===== src/rgbwc_pkg.sv =====
// Shared types, constants and helpers for the 3x3 RGB window convolution.
// No dependencies; the top level, line memory, lane and testbench import this package.
package rgbwc_pkg;

    localparam int MAX_WIDTH_DEF = 1024;
    localparam int KERNEL_TAPS   = 9;
    localparam int TAP_W         = 4;
    localparam int PIX_W         = 24;
    localparam int CFG_IDX_W     = 3;
    localparam int CFG_DATA_W    = 64;
    localparam int ACC_W         = 28;
    localparam int PROD_W        = 45;
    localparam int LVL_W         = 28;

    typedef logic [PIX_W-1:0] t_pix;

    // configuration register indexes
    localparam logic [CFG_IDX_W-1:0] CFG_COEFF_LOW  = 3'd0;
    localparam logic [CFG_IDX_W-1:0] CFG_COEFF_MID  = 3'd1;
    localparam logic [CFG_IDX_W-1:0] CFG_COEFF_HIGH = 3'd2;
    localparam logic [CFG_IDX_W-1:0] CFG_GAIN       = 3'd3;
    localparam logic [CFG_IDX_W-1:0] CFG_INVERT     = 3'd4;
    localparam logic [CFG_IDX_W-1:0] CFG_ALPHA      = 3'd5;
    localparam logic [CFG_IDX_W-1:0] CFG_WIDTH      = 3'd6;

    localparam logic [1:0]       ROW_FULL = 2'd2;
    localparam logic [TAP_W-1:0] TAP_LAST = TAP_W'(KERNEL_TAPS - 1);

    // 255.0 in Q.20
    localparam logic [LVL_W-1:0] LVL_TOP = LVL_W'(255) << 20;

    typedef enum logic [2:0] {
        ST_IDLE,
        ST_LOAD,
        ST_MAC,
        ST_GAIN,
        ST_CLAMP,
        ST_ALPHA,
        ST_OUT
    } t_state;

    typedef struct packed {
        logic clear;
        logic mac;
        logic gain;
        logic clamp;
        logic alpha;
    } t_lane_ctl;

    // Pick one Q8.8 coefficient out of the three packed registers.
    function automatic logic signed [15:0] coeff_at(input logic [TAP_W-1:0] idx,
                                                    input logic [63:0] lo,
                                                    input logic [63:0] mid,
                                                    input logic [15:0] hi);
        logic [15:0] bits;
        case (idx)
            4'd0:    bits = lo[15:0];
            4'd1:    bits = lo[31:16];
            4'd2:    bits = lo[47:32];
            4'd3:    bits = lo[63:48];
            4'd4:    bits = mid[15:0];
            4'd5:    bits = mid[31:16];
            4'd6:    bits = mid[47:32];
            4'd7:    bits = mid[63:48];
            default: bits = hi;
        endcase
        return $signed(bits);
    endfunction

endpackage


===== src/rgbwc_lane.sv =====
// One color channel of the convolution datapath: tap-serial multiply-accumulate,
// gain product, clamp/invert and alpha scale. Uses rgbwc_pkg.
module rgbwc_lane (
    input  logic                         i_clk,
    input  rgbwc_pkg::t_lane_ctl         i_ctl,
    input  logic [7:0]                   i_pix_ch,
    input  logic signed [15:0]           i_coeff,
    input  logic [15:0]                  i_gain,
    input  logic                         i_invert,
    input  logic [8:0]                   i_alpha,
    output logic [7:0]                   o_res
);
    import rgbwc_pkg::*;

    logic signed [ACC_W-1:0]  r_acc;
    logic signed [PROD_W-1:0] r_prod;
    logic [LVL_W-1:0]         r_lvl;
    logic [7:0]               r_res;

    logic signed [24:0]       tap_prod;
    logic [LVL_W-1:0]         lvl_clamped;
    logic [LVL_W+8:0]         scaled;
    logic [8:0]               scaled_q;

    assign tap_prod = $signed({1'b0, i_pix_ch}) * i_coeff;

    always_comb begin
        if (r_prod < 0) begin
            lvl_clamped = '0;
        end else if (r_prod > $signed({17'b0, LVL_TOP})) begin
            lvl_clamped = LVL_TOP;
        end else begin
            lvl_clamped = r_prod[LVL_W-1:0];
        end
    end

    assign scaled   = r_lvl * i_alpha;
    assign scaled_q = scaled[LVL_W+8:LVL_W];

    always_ff @(posedge i_clk) begin
        if (i_ctl.clear) begin
            r_acc <= '0;
        end else if (i_ctl.mac) begin
            r_acc <= r_acc + ACC_W'(tap_prod);
        end
        if (i_ctl.gain) begin
            r_prod <= r_acc * $signed({1'b0, i_gain});
        end
        if (i_ctl.clamp) begin
            r_lvl <= i_invert ? (LVL_TOP - lvl_clamped) : lvl_clamped;
        end
        if (i_ctl.alpha) begin
            // saturate alpha above unity
            r_res <= (scaled_q > 9'd255) ? 8'd255 : scaled_q[7:0];
        end
    end

    assign o_res = r_res;

endmodule


===== config.mk =====
export PLATFORM = sky130hd
export DESIGN_NAME = rgbwc_lane
export DESIGN_NICKNAME = d
export VERILOG_FILES = /design/src/rgbwc_pkg.sv /design/src/rgbwc_lane.sv
export SDC_FILE = /design/constraint.sdc
export NUM_CORES = 2
export LEC_CHECK = 0
export BUFFER_PORTS_ARGS = -buffer_cell sky130_fd_sc_hd__buf_2
export CAP_MARGIN = 25
export CORE_ASPECT_RATIO = 0.9
export CORE_MARGIN = 5
export CORE_UTILIZATION = 35
export DETAILED_ROUTE_END_ITERATION = 10
export HOLD_SLACK_MARGIN = 0.1
export PLACE_DENSITY = 0.51
export SLEW_MARGIN = 15
export SYNTH_ARGS = -nofsm -noshare
export SYNTH_HDL_FRONTEND = slang
export SYNTH_SLANG_ARGS = --single-unit

===== constraint.sdc =====
create_clock -name i_clk -period 8.9 [get_ports i_clk]
set_input_delay 1.78 -clock i_clk [delete_from_list [all_inputs] [get_ports i_clk]]
set_output_delay 1.78 -clock i_clk [all_outputs]
set_load 0.01 [all_outputs]

# After elaboration in Yosys (flattened, before gate mapping)
# Cells that the tools add are included.
dict set report classes {
  n_addsub 2
  n_mux 3
  n_mul 3
  n_lt_le_gt_ge 3
}
# cell count
set ops {}
lappend ops {{$mux W28} 3}
lappend ops {{$gt A45 B29 Y1 const B} 1}
lappend ops {{$lt A45 B1 Y1 const B} 1}
lappend ops {{$mul A28 B17 Y45} 1}
lappend ops {{$mul A28 B9 Y37} 1}
lappend ops {{$add A28 B25 Y28} 1}
lappend ops {{$sub A28 B28 Y28 const A} 1}
lappend ops {{$mul A9 B16 Y25} 1}
lappend ops {{$gt A9 B8 Y1 const B} 1}
dict set report totals {
  register_bits 109
  in_bits 56
  elab_cells 15
  output_inout_bits 8
}

# Depth between registers and ports, before layout
dict set report depth {
  depth_word 5
  mapped_depth 25
  depth_no_buf 23
}

# Worst setup path before layout
# No wires, ideal clock.
dict set report synth_timing {
  kind {input -> register}
  start {input i_gain[8]}
  end {register r_prod[25], data pin}
  path_slack_ps 926
  t_required_ps 8639
  arrival_time_ps 7713
  stages 24
  setup_ps 261
  path_buffers 2
  path_cell_list {clkbuf_1 clkbuf_1 nand2_1 fa_1 inv_1 fa_1 inv_1 fa_1 inv_1 fa_1 fa_1 inv_1 fa_1 inv_1 ha_1 a21o_1 a21o_1 a221oi_1 o211ai_1 a21o_1 a21o_1 a31oi_1 nor3_1 a311o_1}
}
dict set report synth_between {
  elab_chain_len 1
}
# item line
set synth_rtl {}
lappend synth_rtl {{start, declared} rgbwc_lane.sv:8} ;# input logic [15:0] i_gain,
lappend synth_rtl {{$mul A28 B17 Y45} rgbwc_lane.sv:47} ;# r_prod <= r_acc * $signed({1'b0, i_gain});
lappend synth_rtl {{end signal, assigned} rgbwc_lane.sv:47}
lappend synth_rtl {{end, declared} rgbwc_lane.sv:16} ;# logic signed [PROD_W-1:0] r_prod;
# No other way between the ends.
# A chain may end at the register's enable or synchronous reset.

# Worst setup path after layout
dict set report layout_timing {
  start {input i_gain[2]}
  end {register r_prod[34], data pin}
}
# The elaborated chain is that of the path after synthesis.

==> metrics <==
initial cell density of the core 35.4%; crit path kind in2reg; root buffer selected by CTS sky130_fd_sc_hd__clkbuf_16; average cell area after synthesis 9.15 um2; synthesized cell area 32900 um2; number of max-cap violations 0; uppermost signal routing layer after detailed routing met4; start of the worst register-to-register path r_acc[6]; number of cells traversed by the worst register-to-register path 22; first-pass GRT wire length 130000 um; top cells by area, synth sky130_fd_sc_hd__fa_1 (45%), sky130_fd_sc_hd__inv_1 (9.7%), sky130_fd_sc_hd__ha_1 (8.5%); vias in the first global route 24061; detailed-routing iteration count for the pre-antenna-repair pass 5; register bit total from synthesis 109; final hold violation count 0; Synth Warn # 0; Clock transition at path regs 90 ps; Max transition margin 36.2%; number of vias per cell after detailed routing 4.75; largest net degree at the start of global routing 40; wire length on met3 2740 um; maximum cell stage delay along the critical path 660 ps; Resize count post-CTS 0; count of final setup violators 0; Post-synth EDFFs 81; slowest library cell on the worst path sky130_fd_sc_hd__nor4_1; min cycle time layout 8150 ps; Layout Area Growth over Synthesis 5.73%; most common cell type on the critical path sky130_fd_sc_hd__fa_1; HPWL after detailed placement 64300 um; setup repair after global routing missed its margin no; Crit path arrival time 8320 ps; worst reg2reg endpoint r_prod[34]; buffers added on ports 63; post-detailed-route wirelength per cell 16.0 um; Max Buffers Root-to-Sink 2; number of remaining DRC errors 0; antenna-violating nets left 0; H-tree level count 3; crit-path cells buf_2 -> nand2_1 -> fa_1 -> fa_1 -> fa_1 -> fa_1 -> inv_1 -> fa_1 -> inv_1 -> fa_1 -> inv_1 -> ha_1 -> o21ai_0 -> o21ai_0 -> o31ai_1 -> o21ai_0 -> a2111oi_0 -> buf_4 -> nor4_1 -> o211ai_1 -> a211oi_1 -> xor2_1; worst min-delay path class reg2reg; distinct cell type count after synthesis 66; reg-to-reg slack, setup 1540 ps; total placed cells including tap cells 4795; CTS tree yes; register area share after synthesis 9.09%; share of post-route cells with drive strength above 1 3.45%; CTS sink count 109; count of buffering cells on the critical path with inverters included 5; most used flip-flop cell after synthesis sky130_fd_sc_hd__edfxtp_1; accumulated negative setup slack 0 ps; Achievable Freq 123 MHz; Die Area 100000 um2; worst clock skew 17.3 ps; number of cells traversed by the worst hold path 2; worst slack on hold paths 661 ps; all-layer global routing usage 16.0%; # Post-CTS Setup Buffers 0; fill cell total of the finished layout 9584; number of buffers created by CTS 9; placeable core region 93100 um2; max-slew violations 0; iteration-0 DRC count of the detailed router 1180; grt ovf 0; IO Pins 64; detailed-route via count 22838; source of the worst hold timing path r_prod[0]; largest area contributor in the synthesized netlist sky130_fd_sc_hd__fa_1; clock network latency to the later pin of the worst-skew pair 410 ps; maximum fanout count along the critical path 15; Synth Instances 3597; launch point of the critical path i_gain[2]; Site Rows 106; Final Non-Filler Cells 4812; met2 routed wirelength 36500 um; element type at the critical path end register; crit start category input port; post-route core utilization 37.4%; transition time at the pin with the least slew margin 955 ps; required time worst endpoint 9060 ps; global placement routability congestion 0.830; number of nets in the final layout 4587; synthesized net count 4620; critical path's top delay family adder cells; Routed Wire Length 76900 um; fraction of synthesis flops using an asynchronous set or reset pin 0%; Die Wd 333 um; initial antenna violation count 2; area share of the leading cell type in the synthesized netlist 45.2%; cts hold-fix bufs 0; capture endpoint of the worst hold path r_lvl[0]; run status finished, final reports clean; met1 layer wirelength in the final routing 36700 um; final worst-path cycle share 91.6%; vertical die dimension 301 um
## worst max path at each step
stage | endpoint | slack, ps | cells past startpoint
after global routing | r_prod[34] | 370 | 23
after floorplan | r_prod[25] | 930 | 24
after CTS | r_prod[34] | 770 | 22
after detailed placement | r_prod[34] | 340 | 22
after global placement | r_prod[43] | 400 | 22
final | r_prod[34] | 750 | 22
## Yosys cell counts, types with 20 or more instances
| cell type | number |
|---|---|
| sky130_fd_sc_hd__inv_1 | 848 |
| sky130_fd_sc_hd__fa_1 | 743 |
| sky130_fd_sc_hd__nand2_1 | 499 |
| sky130_fd_sc_hd__and2_1 | 406 |
| sky130_fd_sc_hd__ha_1 | 224 |
| sky130_fd_sc_hd__clkbuf_1 | 123 |
| sky130_fd_sc_hd__nor2_1 | 83 |
| sky130_fd_sc_hd__a21oi_1 | 82 |
| sky130_fd_sc_hd__edfxtp_1 | 81 |
| sky130_fd_sc_hd__o21ai_0 | 55 |
| sky130_fd_sc_hd__xnor2_1 | 52 |
| sky130_fd_sc_hd__a21o_1 | 39 |
| sky130_fd_sc_hd__xor2_1 | 34 |
| sky130_fd_sc_hd__nand2b_1 | 29 |
| sky130_fd_sc_hd__dfxtp_1 | 28 |
| sky130_fd_sc_hd__nand3_1 | 26 |
| sky130_fd_sc_hd__nor3_1 | 25 |
| sky130_fd_sc_hd__mux2i_1 | 20 |
## cells by family (layout without fill, tap and decap cells)
group / after synthesis / count (layout) / share of synthesized area (%)
compound gates: 287 / 287 / 5.67
xor+xnor: 86 / 86 / 2.29
fa+ha+maj: 967 / 967 / 53.7
buf+inv: 978 / 950 / 11.2
flops: 109 / 109 / 9.09
mux: 21 / 21 / 0.642
other cells: 0 / 1 / 0
simple gates: 1149 / 1149 / 17.5
## sequential cells by signal, indices dropped and copies added, names as in the netlist
| signal | cells |
|---|---|
| o_res | 8 |
| r_acc | 28 |
| r_lvl | 28 |
| r_prod | 45 |
## placed cells by master (no fill, tap or decap), drive strengths merged, types with 52 or more instances in the layout
master | Yosys | final
inv | 848 | 854
fa | 743 | 743
nand2 | 501 | 501
and2 | 406 | 406
ha | 224 | 224
buf | 7 | 86
nor2 | 83 | 83
a21oi | 82 | 82
edfxtp | 81 | 81
o21ai | 55 | 55
xnor2 | 52 | 52
## per-stage QoR
step / setup WS, ps / cell area (um2)
2_1_floorplan: 926 / 32900
3_3_place_gp: 400 / 34500
3_5_place_dp: 339 / 34500
4_1_cts: 771 / 34800
5_1_grt: 369 / 34800
6_report: 745 / 34800
## per-layer routing
metal,global-route usage (%),vias up
li1,-,10708
met1,23.1,11736
met2,26.3,344
met5,0,-
met3,2.07,50
met4,2.60,0
## final cells by class
class	instances	area, um2	area share [%]
antenna	1	2.50	0.00719
clock buffer	9	225	0.647
clock inverter	7	96.3	0.277
inverter	848	3180	9.14
multi-input combinational	2510	26300	75.4
sequential	109	2990	8.60
tap	1242	1550	4.46
timing repair buffer	86	500	1.44
## worst register-to-register path, stage by stage (launching register included)
cell and delay, ps:
sky130_fd_sc_hd__dfxtp_1 950, sky130_fd_sc_hd__and2_1 270, sky130_fd_sc_hd__fa_1 420, sky130_fd_sc_hd__inv_1 80, sky130_fd_sc_hd__fa_1 430, sky130_fd_sc_hd__fa_1 510, sky130_fd_sc_hd__fa_1 550, sky130_fd_sc_hd__inv_1 50
sky130_fd_sc_hd__fa_1 480, sky130_fd_sc_hd__inv_1 50, sky130_fd_sc_hd__fa_1 470, sky130_fd_sc_hd__inv_1 40, sky130_fd_sc_hd__ha_1 380, sky130_fd_sc_hd__o21ai_0 160, sky130_fd_sc_hd__o21ai_0 180, sky130_fd_sc_hd__o31ai_1 110
sky130_fd_sc_hd__o21ai_0 340, sky130_fd_sc_hd__a2111oi_0 190, sky130_fd_sc_hd__buf_4 170, sky130_fd_sc_hd__nor4_1 660, sky130_fd_sc_hd__o211ai_1 200, sky130_fd_sc_hd__a211oi_1 310, sky130_fd_sc_hd__xor2_1 100
Power is left out: the tool's default activity adds up to more than one toggle a clock period on the data nets, which glitch-free logic cannot reach.
